## config.mk

```make
export PLATFORM = sky130hd
export DESIGN_NAME = pedestal_peak_finder_unit
export DESIGN_NICKNAME = d
export VERILOG_FILES = /design/src/ppf_pkg.sv /design/src/ppf_in_stage.sv /design/src/ppf_core.sv /design/src/pedestal_peak_finder_unit.sv
export VERILOG_INCLUDE_DIRS = /design/src /design/src/src
export SDC_FILE = /design/constraint.sdc
export NUM_CORES = 1
export LEC_CHECK = 0
export BUFFER_PORTS_ARGS = -buffer_cell sky130_fd_sc_hd__buf_2
export CORE_MARGIN = 4
export CORE_UTILIZATION = 45
export CTS_CLUSTER_DIAMETER = 50
export DETAILED_ROUTE_END_ITERATION = 8
export PLACE_DENSITY = 0.66
export SKIP_LAST_GASP = 1
export SYNTH_ARGS = -nofsm -noshare
export SYNTH_HDL_FRONTEND = slang
export SYNTH_SLANG_ARGS = --single-unit
```

## constraint.sdc

```tcl
create_clock -name clk -period 5.6 [get_ports clk]
set_input_delay 0.28 -clock clk [delete_from_list [all_inputs] [get_ports clk]]
set_output_delay 0.28 -clock clk [all_outputs]
set_load 0.03 [all_outputs]
```

## src/pedestal_peak_finder_unit_macros.svh

```systemverilog
// assertion macros for the pedestal peak finder
`ifndef PEDESTAL_PEAK_FINDER_UNIT_MACROS_SVH
`define PEDESTAL_PEAK_FINDER_UNIT_MACROS_SVH

// property checked on every edge outside reset
`define PPF_ASSERT(lbl, prop, msg) \
  lbl: assert property (@(posedge clk) disable iff (!rst_n) prop) else $error(msg);

// condition in one cycle implies condition in the next
`define PPF_ASSERT_NEXT(lbl, pre, post, msg) \
  lbl: assert property (@(posedge clk) disable iff (!rst_n) (pre) |=> (post)) \
    else $error(msg);

`endif

```

## src/ppf_pkg.sv

```systemverilog
// shared constants and types of the pedestal peak finder
package ppf_pkg;

  localparam int PPF_NUM_SAMPLES      = 32;
  localparam int PPF_PEDESTAL_SAMPLES = 3;

  localparam int SAMPLE_W    = 14;
  localparam int SUM_W       = 16;
  localparam int PEAK_W      = 17;
  localparam int MAG_W       = 16;
  localparam int POS_W       = 5;
  localparam int IN_TDATA_W  = 16;
  localparam int OUT_TDATA_W = 40;

  typedef struct packed {
    logic                vld;
    logic [SAMPLE_W-1:0] sample;
  } ppf_item_t;

  typedef struct packed {
    logic [POS_W-1:0]         peak_position;
    logic signed [PEAK_W-1:0] peak_scaled;
    logic [SUM_W-1:0]         pedestal_sum;
  } ppf_result_t;

  typedef struct packed {
    logic adv;
    logic take;
    logic last;
  } ppf_stat_t;

endpackage

```

## src/ppf_in_stage.sv

```systemverilog
// input register stage of the pedestal peak finder
module ppf_in_stage (
  input  logic                            clk,
  input  logic                            rst_n,
  input  logic                            in_tvalid,
  output logic                            in_tready,
  input  logic [ppf_pkg::IN_TDATA_W-1:0]  in_tdata,
  input  ppf_pkg::ppf_stat_t              stat,
  output ppf_pkg::ppf_item_t              item
);
  import ppf_pkg::*;

  logic                vld_r, vld_nxt;
  logic [SAMPLE_W-1:0] sample_r;
  logic                load;

  assign in_tready = !vld_r || stat.adv;
  assign load      = in_tvalid && in_tready;

  always_comb begin
    if (load) begin
      vld_nxt = 1'b1;
    end else if (stat.adv) begin
      vld_nxt = 1'b0;
    end else begin
      vld_nxt = vld_r;
    end
  end

  always_ff @(posedge clk) begin
    if (!rst_n) begin
      vld_r <= 1'b0;
    end else begin
      vld_r <= vld_nxt;
    end
  end

  always_ff @(posedge clk) begin
    if (load) begin
      sample_r <= in_tdata[SAMPLE_W-1:0];
    end
  end

  assign item.vld    = vld_r;
  assign item.sample = sample_r;

endmodule

```

## src/ppf_core.sv

```systemverilog
// frame state, peak compare and result register of the pedestal peak finder
module ppf_core #(
  parameter int NUM_SAMPLES      = ppf_pkg::PPF_NUM_SAMPLES,
  parameter int PEDESTAL_SAMPLES = ppf_pkg::PPF_PEDESTAL_SAMPLES
) (
  input  logic                  clk,
  input  logic                  rst_n,
  input  ppf_pkg::ppf_item_t    item,
  output ppf_pkg::ppf_stat_t    stat,
  output logic                  res_valid,
  input  logic                  res_ready,
  output ppf_pkg::ppf_result_t  res
);
  import ppf_pkg::*;

  localparam int IDX_W = $clog2(NUM_SAMPLES);

  logic [IDX_W-1:0]         idx_r, idx_nxt;
  logic [SUM_W-1:0]         sum_r, sum_nxt;
  logic signed [PEAK_W-1:0] best_dev_r, best_dev_nxt;
  logic [MAG_W-1:0]         best_mag_r, best_mag_nxt;
  logic [IDX_W-1:0]         best_idx_r, best_idx_nxt;
  logic                     out_vld_r, out_vld_nxt;
  ppf_result_t              res_r, res_nxt;

  logic                     in_ped, last, adv, take;
  logic [SUM_W-1:0]         scaled;
  logic signed [PEAK_W-1:0] dev;
  logic [MAG_W-1:0]         mag;
  logic                     better;

  assign in_ped = idx_r < IDX_W'(PEDESTAL_SAMPLES);
  assign last   = idx_r == IDX_W'(NUM_SAMPLES - 1);
  assign adv    = !last || !out_vld_r || res_ready;
  assign take   = item.vld && adv;

  assign scaled = SUM_W'({2'b00, item.sample} * SUM_W'(PEDESTAL_SAMPLES));
  assign dev    = $signed({1'b0, scaled}) - $signed({1'b0, sum_r});
  assign mag    = dev[PEAK_W-1] ? MAG_W'(-dev) : dev[MAG_W-1:0];
  assign better = mag > best_mag_r;

  always_comb begin
    idx_nxt      = idx_r;
    sum_nxt      = sum_r;
    best_dev_nxt = best_dev_r;
    best_mag_nxt = best_mag_r;
    best_idx_nxt = best_idx_r;
    out_vld_nxt  = out_vld_r && !res_ready;
    res_nxt      = res_r;
    if (take) begin
      if (in_ped) begin
        sum_nxt = sum_r + SUM_W'(item.sample);
      end else if (better) begin
        best_dev_nxt = dev;
        best_mag_nxt = mag;
        best_idx_nxt = idx_r;
      end
      if (last) begin
        out_vld_nxt           = 1'b1;
        res_nxt.pedestal_sum  = sum_nxt;
        res_nxt.peak_scaled   = best_dev_nxt;
        res_nxt.peak_position = POS_W'(best_idx_nxt);
        idx_nxt               = '0;
        sum_nxt               = '0;
        best_dev_nxt          = '0;
        best_mag_nxt          = '0;
        best_idx_nxt          = '0;
      end else begin
        idx_nxt = idx_r + IDX_W'(1);
      end
    end
  end

  always_ff @(posedge clk) begin
    if (!rst_n) begin
      idx_r      <= '0;
      sum_r      <= '0;
      best_dev_r <= '0;
      best_mag_r <= '0;
      best_idx_r <= '0;
      out_vld_r  <= 1'b0;
    end else begin
      idx_r      <= idx_nxt;
      sum_r      <= sum_nxt;
      best_dev_r <= best_dev_nxt;
      best_mag_r <= best_mag_nxt;
      best_idx_r <= best_idx_nxt;
      out_vld_r  <= out_vld_nxt;
    end
  end

  always_ff @(posedge clk) begin
    res_r <= res_nxt;
  end

  assign stat.adv  = adv;
  assign stat.take = take;
  assign stat.last = last;
  assign res_valid = out_vld_r;
  assign res       = res_r;

endmodule

```

## src/pedestal_peak_finder_unit.sv

```systemverilog
// a frame's result is registered and shows on out_tvalid once the core takes its last sample
// throughput: one sample per cycle; only a last sample whose result meets an untaken
// earlier result waits, held in the input register until the result register frees
// reset: synchronous active-low rst_n clears the frame index, pedestal sum, peak state
// and both valid flags; the first sample after reset starts a new frame
// top level of the pedestal peak finder
`include "pedestal_peak_finder_unit_macros.svh"

module pedestal_peak_finder_unit #(
  parameter int NUM_SAMPLES      = ppf_pkg::PPF_NUM_SAMPLES,
  parameter int PEDESTAL_SAMPLES = ppf_pkg::PPF_PEDESTAL_SAMPLES
) (
  input  logic                            clk,
  input  logic                            rst_n,
  input  logic                            in_tvalid,
  output logic                            in_tready,
  // [13:0] adc_sample, [15:14] zero
  input  logic [ppf_pkg::IN_TDATA_W-1:0]  in_tdata,
  output logic                            out_tvalid,
  input  logic                            out_tready,
  // [15:0] pedestal_sum, [32:16] peak_scaled, [37:33] peak_position, [39:38] zero
  output logic [ppf_pkg::OUT_TDATA_W-1:0] out_tdata
);
  import ppf_pkg::*;

  ppf_item_t   s1_item;
  ppf_stat_t   stat;
  ppf_result_t res;

  ppf_in_stage u_in (
    .clk       (clk),
    .rst_n     (rst_n),
    .in_tvalid (in_tvalid),
    .in_tready (in_tready),
    .in_tdata  (in_tdata),
    .stat      (stat),
    .item      (s1_item)
  );

  ppf_core #(
    .NUM_SAMPLES      (NUM_SAMPLES),
    .PEDESTAL_SAMPLES (PEDESTAL_SAMPLES)
  ) u_core (
    .clk       (clk),
    .rst_n     (rst_n),
    .item      (s1_item),
    .stat      (stat),
    .res_valid (out_tvalid),
    .res_ready (out_tready),
    .res       (res)
  );

  assign out_tdata = {2'b00, res.peak_position, res.peak_scaled, res.pedestal_sum};

  `PPF_ASSERT(a_stall_cause,
    !in_tready |-> (s1_item.vld && out_tvalid && !out_tready),
    "input stalled without a blocked result")
  `PPF_ASSERT_NEXT(a_result_follows, stat.take && stat.last, out_tvalid,
    "last sample gave no result")
  `PPF_ASSERT(a_no_spurious, $rose(out_tvalid) |-> $past(stat.take && stat.last),
    "result without a last sample")

endmodule
```

==> impl_results.html, run 1 <==
<table>
<tr><th>Metric</th><th>Value</th></tr>
<tr><th colspan="2">Power and ir drop</th></tr>
<tr><td>Combinational fraction of design power</td><td>0.400</td></tr>
<tr><td>Net switching share of the total power</td><td>0.352</td></tr>
<tr><td>PD cells</td><td>between 400 and 500 nW/um2</td></tr>
<tr><td>Clock power share</td><td>0.334</td></tr>
<tr><td>Cell internal power dissipation</td><td>roughly 0.0022 W</td></tr>
<tr><td>Switch Pwr</td><td>approximately 0.0012 W</td></tr>
<tr><td>Leakage power</td><td>~3.3 nW</td></tr>
<tr><td>Largest vdd supply drop</td><td>between 0.15 and 0.2 mV</td></tr>
<tr><td>Sequential share of power</td><td>0.266</td></tr>
<tr><td>Post-layout power</td><td>around 0.0034 W</td></tr>
<tr><th colspan="2">Worst hold path</th></tr>
<tr><td>Cell count of the worst hold path</td><td>1</td></tr>
<tr><td>HP Class</td><td>in2reg</td></tr>
<tr><td>Worst Hold End</td><td>u_in.sample_r[7]</td></tr>
<tr><td>Hold Startpoint</td><td>in_tdata[7]</td></tr>
<tr><th colspan="2">Global routing</th></tr>
<tr><td>Number of antenna violations at the first check in global routing</td><td>0</td></tr>
<tr><td>First-pass GRT wire length</td><td>between 20000 and 30000 um</td></tr>
<tr><td>Via count of the first global-routing pass</td><td>approximately 5700</td></tr>
<tr><td>Remaining Overflow, GRT</td><td>0</td></tr>
<tr><td>Largest net degree at the start of global routing</td><td>64</td></tr>
<tr><td>Overall global routing resource usage</td><td>0.192</td></tr>
<tr><th colspan="2">Worst setup path</th></tr>
<tr><td>Data required time at the worst endpoint</td><td>5760 ps</td></tr>
<tr><td>Critical-path maximum fanout</td><td>6</td></tr>
<tr><td>Kind of end point of the critical path</td><td>register</td></tr>
<tr><td>Startpoint kind of the worst setup timing path</td><td>register</td></tr>
<tr><td>Start of the worst register-to-register path</td><td>u_in.sample_r[4]</td></tr>
<tr><td>Worst reg2reg path endpoint</td><td>u_core.res[26]</td></tr>
<tr><td>Register-to-register setup slack</td><td>approximately 220 ps</td></tr>
<tr><td>Worst-case reg-to-reg path depth</td><td>20</td></tr>
<tr><td>CP Class</td><td>reg2reg</td></tr>
<tr><td>Worst Path Arrival</td><td>5540 ps</td></tr>
<tr><th colspan="2">Cells and area</th></tr>
<tr><td>Area Growth Syn to Fin</td><td>19.2%</td></tr>
<tr><td>Layout cell share with drive strength beyond 1</td><td>0.181</td></tr>
<tr><td>Number of antenna repair diodes</td><td>0</td></tr>
<tr><td>Share of the core filled with cells in the final layout</td><td>0.548</td></tr>
<tr><td>NumNets Final</td><td>901</td></tr>
<tr><th colspan="2">Detailed routing</th></tr>
<tr><td>Met2 wirelength from detailed routing</td><td>approximately 8200 um</td></tr>
<tr><td>Remaining antenna violation count</td><td>0</td></tr>
<tr><td>Post-route met1 wirelength</td><td>about 7300 um</td></tr>
<tr><td>Via count</td><td>~5800</td></tr>
<tr><td>Final routed wirelength across all metal layers</td><td>about 17000 um</td></tr>
<tr><td>Uppermost layer routed</td><td>met4</td></tr>
<tr><td>Met3 layer wire length in the routed design</td><td>around 780 um</td></tr>
<tr><td>Violation count after the first detailed-route iteration</td><td>~420</td></tr>
<tr><td>1st-pass router iterations</td><td>5</td></tr>
<tr><td>Avg WL per Cell</td><td>15.9 um</td></tr>
<tr><td>Vias per inst</td><td>about 5.5</td></tr>
<tr><td>DRC viols</td><td>0</td></tr>
<tr><th colspan="2">Synthesis</th></tr>
<tr><td>Number of instances in the synthesized netlist</td><td>~750</td></tr>
<tr><td>Number of synthesized register bits</td><td>113</td></tr>
<tr><td>Post-synth EDFFs</td><td>52</td></tr>
<tr><td>Sequential share of the synthesized area</td><td>0.397</td></tr>
<tr><td>Post-synth design cell area</td><td>between 7000 and 8000 um2</td></tr>
<tr><td>Predominant post-synthesis flop cell</td><td>sky130_fd_sc_hd__dfxtp_1</td></tr>
<tr><td>Async S/R FF share, synth</td><td>0</td></tr>
<tr><td>Library cells used by synthesis</td><td>73</td></tr>
<tr><td>Mean area per synthesized cell</td><td>between 9 and 10 um2</td></tr>
<tr><td>Yosys synthesis warning count</td><td>0</td></tr>
<tr><th colspan="2">STA</th></tr>
<tr><td>Share of the clock period used by the worst path after layout</td><td>0.960</td></tr>
<tr><td>Clock skew after layout</td><td>between 10 and 15 ps</td></tr>
<tr><td>Final-report setup violation count</td><td>0</td></tr>
<tr><td>Worst-case headroom to the max-slew limit</td><td>0.314</td></tr>
<tr><td>Max frequency</td><td>approximately 0.19 GHz</td></tr>
<tr><td>Transition time at the pin with the least slew margin</td><td>about 1000 ps</td></tr>
<tr><td>Clock period minus worst slack</td><td>5380 ps</td></tr>
<tr><td>RSZ-0062 raised after global routing</td><td>false</td></tr>
<tr><td>Number of pins exceeding their max-slew limit in the final report</td><td>0</td></tr>
<tr><td>Number of failing hold endpoints at the final stage</td><td>0</td></tr>
<tr><th colspan="2">Clock tree</th></tr>
<tr><td>TritonCTS Buffers</td><td>17</td></tr>
<tr><td>Number of buffers between clock root and the deepest sink</td><td>2</td></tr>
<tr><td>Clock Latency Late Sink</td><td>around 430 ps</td></tr>
<tr><td>Clock-pin slew on the worst setup and hold paths</td><td>60 ps</td></tr>
<tr><td>Clock root buffer</td><td>sky130_fd_sc_hd__clkbuf_16</td></tr>
<tr><td>Htree depth</td><td>4</td></tr>
<tr><td>Clock sinks</td><td>113</td></tr>
<tr><td>CTS tree</td><td>done</td></tr>
<tr><th colspan="2">Die</th></tr>
<tr><td>Initial cell density of the core</td><td>0.460</td></tr>
<tr><td>Horizontal die dimension</td><td>around 130 um</td></tr>
<tr><td>Number of core rows</td><td>45</td></tr>
<tr><td>Core area</td><td>15300 um2</td></tr>
<tr><td>Vertical die dimension</td><td>roughly 130 um</td></tr>
<tr><td>I/O pin count</td><td>between 60 and 70</td></tr>
<tr><td>Die area</td><td>between 15000 and 20000 um2</td></tr>
<tr><th colspan="2">Job</th></tr>
<tr><td>Max capacitance violation total</td><td>0</td></tr>
<tr><th colspan="2">Place</th></tr>
<tr><td>Number of buffers added on ports</td><td>57</td></tr>
<tr><td>Post-DP HPWL</td><td>between 10000 and 15000 um</td></tr>
<tr><td>Weighted congestion at the end of routability-driven global placement</td><td>0.815</td></tr>
<tr><th colspan="2">Outcome</th></tr>
<tr><td>Status</td><td>finished, final reports clean</td></tr>
</table>
## cell type report
cell class | instances | area [um2]
clock buffers | 18 | 429
clock inverters | 14 | 190
inverters | 66 | 248
flip-flops and latches | 113 | 2780
fillers | 1336 | 6900
multi-input cells | 533 | 3950
well taps | 211 | 264
repair buffers | 85 | 503
## per-layer routing
metal | vias to the layer above | global-route usage
li1 | 2813 | -
met3 | 24 | 0.0490
met4 | 0 | 0.0543
met1 | 2769 | 0.237
met5 | - | 0
met2 | 155 | 0.331
## cells by family after synthesis
logic type | synth area share
xor+xnor | 0.0483
compound gates | 0.214
fa+ha+maj | 0.132
other cells | 0.000535
flops | 0.397
buf+inv | 0.0573
simple gates | 0.151
## synthesized netlist by cell type (4+ instances only)
cell type                  instances  area, um2
sky130_fd_sc_hd__o211ai_1          4       30.0
sky130_fd_sc_hd__ha_1             50        626
sky130_fd_sc_hd__nand3_1          26        130
sky130_fd_sc_hd__nor3_1            7       35.0
sky130_fd_sc_hd__a21o_1           15        113
sky130_fd_sc_hd__o21a_1           16        120
sky130_fd_sc_hd__dfxtp_1          61       1220
sky130_fd_sc_hd__and2_1           10       62.6
sky130_fd_sc_hd__nand4_1          11       68.8
sky130_fd_sc_hd__a21oi_1          32        160
sky130_fd_sc_hd__o21ai_0          52        260
sky130_fd_sc_hd__inv_1            66        248
sky130_fd_sc_hd__nor2b_1          17        106
sky130_fd_sc_hd__edfxtp_1         52       1560
sky130_fd_sc_hd__nor2_1           29        109
sky130_fd_sc_hd__a31oi_1           5       31.3
sky130_fd_sc_hd__fa_1             15        300
sky130_fd_sc_hd__nand2_1          88        330
sky130_fd_sc_hd__xor2_1            9       78.8
sky130_fd_sc_hd__clkbuf_1         30        113
sky130_fd_sc_hd__a32o_1           15        150
sky130_fd_sc_hd__or3_1             7       43.8
sky130_fd_sc_hd__a21boi_0         22        165
sky130_fd_sc_hd__o31ai_1           4       30.0
sky130_fd_sc_hd__xnor2_1          26        228
sky130_fd_sc_hd__a22oi_1           9       67.6
sky130_fd_sc_hd__and3_1            5       31.3
## through the flow
step | cell area, um2 | instances | worst slack [ps] | hold WS, ps | TNS (ps)
2_1_floorplan | 7020 | 749 | 368 | 379 | 0
5_1_grt | 8360 | 1040 | 9.95 | 7.28 | 0
3_5_place_dp | 7610 | 1003 | -133 | 458 | -760
6_report | 8360 | 1040 | 224 | 26.3 | 0
3_3_place_gp | 7610 | 1003 | 87.9 | 445 | 0
4_1_cts | 8230 | 1035 | 52.0 | 5.69 | 0
## worst max-delay path by stage
stage                          start                     to  slack, ps  cells past startpoint
global placement    u_in.sample_r[1]   u_core.best_idx_r[2]         90                     19
global route        u_in.sample_r[4]  u_core.best_dev_r[14]         10                     22
CTS                 u_in.sample_r[1]   u_core.best_dev_r[8]         50                     21
finish              u_in.sample_r[4]         u_core.res[26]        220                     20
floorplan           u_in.sample_r[1]         u_core.res[26]        370                     20
detailed placement  u_in.sample_r[1]  u_core.best_dev_r[15]       -130                     19
## cell usage in the layout, fill, tap and decap left out, types with 30 or more instances in the layout
cell	count
sky130_fd_sc_hd__ha_1	48
sky130_fd_sc_hd__edfxtp_1	52
sky130_fd_sc_hd__o21ai_0	50
sky130_fd_sc_hd__inv_1	66
sky130_fd_sc_hd__nand2_1	87
sky130_fd_sc_hd__dfxtp_1	61
sky130_fd_sc_hd__a21oi_1	30
sky130_fd_sc_hd__buf_2	57
## registers in the layout (all words and copies together) (netlist names)
signal	cells
u_core.res	38
u_core.best_dev_r	17
u_core.best_mag_r	16
u_core.sum_r	16
u_in.sample_r	14
u_core.best_idx_r	5
u_core.idx_r	5
u_core.res_valid	1
u_in.vld_r	1
## critical path: stages (launching register included)
cell                        delay [ps]
sky130_fd_sc_hd__edfxtp_1          370
sky130_fd_sc_hd__inv_1             100
sky130_fd_sc_hd__fa_1              530
sky130_fd_sc_hd__inv_1              60
sky130_fd_sc_hd__ha_4              270
sky130_fd_sc_hd__a2111oi_4         420
sky130_fd_sc_hd__o21ai_2           170
sky130_fd_sc_hd__a31o_1            250
sky130_fd_sc_hd__a311o_1           400
sky130_fd_sc_hd__o21bai_4          210
sky130_fd_sc_hd__o41ai_2           400
sky130_fd_sc_hd__xnor2_1           160
sky130_fd_sc_hd__ha_1              320
sky130_fd_sc_hd__nand4_1           130
sky130_fd_sc_hd__nor2_2            140
sky130_fd_sc_hd__o21ai_0           100
sky130_fd_sc_hd__a31oi_1           260
sky130_fd_sc_hd__o41a_1            260
sky130_fd_sc_hd__buf_4             150
sky130_fd_sc_hd__a21boi_0           80
sky130_fd_sc_hd__or2_2             320
## what timing repair did
item                                    4_1_cts  5_1_grt
hold buffers                                  0        0
pin swaps                                     1        9
gates cloned                                  0        0
setup buffers                                 0        5
endpoints found under the setup margin       10       58
resized for setup                             1       25
## power by group through the flow
stage / clock network (W) / registers, W / logic (W)
2_1_floorplan: 0 / 0.000917 / 0.000923
3_3_place_gp: 0 / 0.000922 / 0.00123
3_5_place_dp: 0 / 0.000924 / 0.00126
4_1_cts: 0.00116 / 0.000906 / 0.00128
5_1_grt: 0.00119 / 0.000909 / 0.00151
6_report: 0.00114 / 0.000907 / 0.00136
Power figures use the tool's default switching activity.
==> run 2, diff against run 1 <==
GPL_ROUTABILITY_DRIVEN = 0   (was not set)
HOLD_SLACK_MARGIN = 0.12   (was not set)
RECOVER_POWER = 25   (was not set)
==> run 2 against run 1 <==
Utilization increased by 1.3 points. Clock power down 4%. Hold slack better by 140 ps. First-iteration DRC count up 23%. Non-clock buffer count rose by 23. Critical path depth grew 2. Worst setup slack worse by 50 ps. Combinational power is 9% higher. Count of clock-buffer cells in the layout increased by 2. Cell area rose by 2.4%.
==> impl_results.html, run 2 (synthesized netlist as in run 1, its figures left out) <==
<table>
<tr><th>Metric</th><th>Value</th></tr>
<tr><th colspan="2">Cells and area</th></tr>
<tr><td>Post-layout instance area</td><td>8560 um2 (+2.4%)</td></tr>
<tr><td>Most frequent cells in the layout</td><td>sky130_fd_sc_hd__nand2_1 (87), sky130_fd_sc_hd__inv_1 (63), sky130_fd_sc_hd__dfxtp_1 (61), sky130_fd_sc_hd__edfxtp_1 (52), sky130_fd_sc_hd__o21ai_0 (51)</td></tr>
<tr><td>Most frequent standard cell in the layout excluding fill and tap cells</td><td>sky130_fd_sc_hd__nand2_1</td></tr>
<tr><td>Area Growth Syn to Fin</td><td>22.0%</td></tr>
<tr><td>Max FFs per register</td><td>38 (unchanged)</td></tr>
<tr><td>Layout cell share with drive strength beyond 1</td><td>0.152 (-0.0285)</td></tr>
<tr><td>Number of antenna repair diodes</td><td>0 (unchanged)</td></tr>
<tr><td>NumNets Final</td><td>925 (+2.7%)</td></tr>
<tr><th colspan="2">Die</th></tr>
<tr><td>Initial cell density of the core</td><td>0.460 (unchanged)</td></tr>
<tr><td>Vertical die dimension</td><td>133 um (unchanged)</td></tr>
<tr><td>I/O pin count</td><td>62 (unchanged)</td></tr>
<tr><td>Number of core rows</td><td>45 (unchanged)</td></tr>
<tr><td>Core area</td><td>15300 um2 (unchanged)</td></tr>
<tr><td>Die area</td><td>17600 um2 (unchanged)</td></tr>
<tr><td>Horizontal die dimension</td><td>133 um (unchanged)</td></tr>
<tr><th colspan="2">Detailed routing</th></tr>
<tr><td>Via count</td><td>5774 (+0.23%)</td></tr>
<tr><td>Final routed wirelength across all metal layers</td><td>16600 um (+0.76%)</td></tr>
<tr><td>Vias per inst</td><td>5.43 (-2.0%)</td></tr>
<tr><td>Avg WL per Cell</td><td>15.6 um (-1.5%)</td></tr>
<tr><td>1st-pass router iterations</td><td>5 (unchanged)</td></tr>
<tr><td>Remaining antenna violation count</td><td>0 (unchanged)</td></tr>
<tr><td>DRC viols</td><td>0 (unchanged)</td></tr>
<tr><td>Violation count after the first detailed-route iteration</td><td>518 (+23%)</td></tr>
<tr><th colspan="2">Worst setup path</th></tr>
<tr><td>Launching instance or port of the critical path</td><td>u_in.sample_r[4]</td></tr>
<tr><td>Register-to-register setup slack</td><td>170 ps (-50 ps)</td></tr>
<tr><td>Cells traversed along the worst timing path</td><td>inv_2 -&gt; fa_1 -&gt; inv_2 -&gt; ha_4 -&gt; a2111oi_4 -&gt; o21ai_2 -&gt; buf_4 -&gt; a31oi_4 -&gt; xor2_2 -&gt; nand4_1 -&gt; o41ai_4 -&gt; xnor2_1 -&gt; ha_1 -&gt; nand4_1 -&gt; nor2_2 -&gt; o21ai_1 -&gt; a31oi_1 -&gt; o41ai_2 -&gt; buf_4 -&gt; buf_4 -&gt; or3_1 -&gt; o21a_1</td></tr>
<tr><td>Crit path capture</td><td>u_core.res[30]</td></tr>
<tr><td>Most common cell on crit path</td><td>sky130_fd_sc_hd__buf_4</td></tr>
<tr><td>WP buf/inv</td><td>5 (+2)</td></tr>
<tr><td>Worst-case reg-to-reg path depth</td><td>22 (+10%)</td></tr>
<tr><td>Critical-path top delay cell</td><td>sky130_fd_sc_hd__fa_1</td></tr>
<tr><td>WP depth</td><td>22 (+10%)</td></tr>
<tr><td>Kind of end point of the critical path</td><td>register</td></tr>
<tr><td>Data required time at the worst endpoint</td><td>5780 ps (+20 ps)</td></tr>
<tr><td>Largest incremental delay on the critical path</td><td>540 ps (about the same)</td></tr>
<tr><td>CP Class</td><td>reg2reg</td></tr>
<tr><td>Family with the most delay on the worst path</td><td>compound AO/OA/AOI/OAI gates</td></tr>
<tr><td>Start of the worst register-to-register path</td><td>u_in.sample_r[4]</td></tr>
<tr><td>Critical-path maximum fanout</td><td>10 (+4)</td></tr>
<tr><td>Worst Path Arrival</td><td>5600 ps (+60 ps)</td></tr>
<tr><td>Startpoint kind of the worst setup timing path</td><td>register</td></tr>
<tr><td>Worst reg2reg path endpoint</td><td>u_core.res[30]</td></tr>
<tr><th colspan="2">STA</th></tr>
<tr><td>Max frequency</td><td>0.184 GHz (-0.92%)</td></tr>
<tr><td>RSZ-0062 raised after global routing</td><td>true</td></tr>
<tr><td>Transition time at the pin with the least slew margin</td><td>1080 ps (+57.9 ps)</td></tr>
<tr><td>Number of pins exceeding their max-slew limit in the final report</td><td>0 (unchanged)</td></tr>
<tr><td>Final-report setup violation count</td><td>0 (unchanged)</td></tr>
<tr><td>Clock period minus worst slack</td><td>5430 ps (+50.0 ps)</td></tr>
<tr><td>Slack of the critical path</td><td>174 ps (-50.0 ps)</td></tr>
<tr><td>Share of the clock period used by the worst path after layout</td><td>0.969 (+0.00892)</td></tr>
<tr><td>Clock skew after layout</td><td>10.5 ps (-0.488 ps)</td></tr>
<tr><td>Number of failing hold endpoints at the final stage</td><td>0 (unchanged)</td></tr>
<tr><td>Worst-case headroom to the max-slew limit</td><td>0.275 (-0.0387)</td></tr>
<tr><th colspan="2">Global routing</th></tr>
<tr><td>Busiest layer in global routing</td><td>met2</td></tr>
<tr><td>Remaining Overflow, GRT</td><td>0 (unchanged)</td></tr>
<tr><td>Number of antenna violations at the first check in global routing</td><td>0 (unchanged)</td></tr>
<tr><td>First-pass GRT wire length</td><td>27100 um (-1.3%)</td></tr>
<tr><td>Met1 Track Usage GR</td><td>0.247 (+0.00971)</td></tr>
<tr><td>Overall global routing resource usage</td><td>0.189 (-0.00218)</td></tr>
<tr><td>Via count of the first global-routing pass</td><td>5614 (-2.1%)</td></tr>
<tr><td>Fraction of met2 tracks used by global routing</td><td>0.317 (-0.0135)</td></tr>
<tr><td>Largest net degree at the start of global routing</td><td>64 (unchanged)</td></tr>
<tr><td>Met3 track demand over resource in global routing</td><td>0.0319 (-0.0171)</td></tr>
<tr><th colspan="2">Power and ir drop</th></tr>
<tr><td>PD cells</td><td>406 nW/um2 (-0.44%)</td></tr>
<tr><td>Leakage power</td><td>3.36 nW (+0.47%)</td></tr>
<tr><td>Post-layout power</td><td>0.00348 W (+1.9%)</td></tr>
<tr><td>Largest vdd supply drop</td><td>0.249 mV (+32%)</td></tr>
<tr><th colspan="2">Clock tree</th></tr>
<tr><td>Clock root buffer</td><td>sky130_fd_sc_hd__clkbuf_16</td></tr>
<tr><td>Clock Latency Late Sink</td><td>430 ps (about the same)</td></tr>
<tr><td>CTS tree</td><td>done</td></tr>
<tr><td>Number of buffers between clock root and the deepest sink</td><td>2 (unchanged)</td></tr>
<tr><td>TritonCTS Buffers</td><td>17 (unchanged)</td></tr>
<tr><td>Htree depth</td><td>4 (unchanged)</td></tr>
<tr><td>Clock-pin slew on the worst setup and hold paths</td><td>50 ps (about the same)</td></tr>
<tr><td>Clock sinks</td><td>113 (unchanged)</td></tr>
<tr><th colspan="2">Job</th></tr>
<tr><td>Max capacitance violation total</td><td>0 (unchanged)</td></tr>
<tr><th colspan="2">Place</th></tr>
<tr><td>Post-DP HPWL</td><td>11300 um (-2.3%)</td></tr>
<tr><td>Number of buffers added on ports</td><td>57 (unchanged)</td></tr>
<tr><td>Pre-CTS worst setup slack</td><td>-207 ps (-73.6 ps)</td></tr>
<tr><td>Placed standard-cell area</td><td>7640 um2 (+0.39%)</td></tr>
<tr><th colspan="2">Worst hold path</th></tr>
<tr><td>HP Class</td><td>in2reg</td></tr>
<tr><th colspan="2">Outcome</th></tr>
<tr><td>Status</td><td>finished, final reports clean</td></tr>
</table>
[run 2: worst register-to-register path: cells and delay by family (launching register included)]
family	cells	cell delay (ps)
AO/OA/AOI/OAI	8	1810
adder cells (fa/ha/maj)	3	1100
AND/OR/NAND/NOR	4	860
buffers and inverters	5	630
XOR/XNOR	2	420
flip-flops	1	360
[run 2: cell type report]
cell class	count	area, um2
sequential	113	2780
clock buffer	20	447
clock inverter	12	140
multi-input combinational	534	4010
fill	1339	6700
inverter	66	248
timing repair buffer	108	671
tap	211	264
[run 2: metrics by stage]
stage	hold slack, ps	std cells	utilization	setup TNS (ps)
2_1_floorplan	379	749	-	0
3_3_place_gp	445	1007	0.500	0
3_5_place_dp	456	1007	0.500	-1650
4_1_cts	147	1054	0.549	0
5_1_grt	189	1064	0.561	-2440
6_report	171	1064	0.561	0
[run 2: routing by layer]
metal | vias up | part of all wire
met5 | - | 0
met4 | 0 | 0.020
met3 | 27 | 0.039
met2 | 142 | 0.48
met1 | 2742 | 0.46
li1 | 2863 | -
[run 2: worst min-delay path by stage]
stage,endpoint,depth (start not counted),slack (ps),start
after global routing,u_in.vld_r,3,190,in_tvalid
after floorplan,u_in.sample_r[0],0,380,in_tdata[0]
after global placement,u_core.best_dev_r[6],2,450,u_core.best_dev_r[6]
after detailed placement,u_core.best_dev_r[10],2,460,u_core.best_dev_r[10]
final,u_in.vld_r,3,170,in_tvalid
after CTS,u_in.vld_r,3,150,in_tvalid
[run 2: power breakdown]
part	total (W)	switching (W)	internal, W
clock network	0.00109	0.000390	0.000704
registers	0.000906	0.0000194	0.000887
logic	0.00148	0.000830	0.000648
total	0.00348	0.00124	0.00224
[run 2: timing repair]
action	CTS	global route
setup endpoints to repair	16	60
cloned	0	1
pin swaps	1	16
buffers inserted	1	9
endpoints found under the hold margin	14	0
hold buffers	14	0
resized for setup	1	35
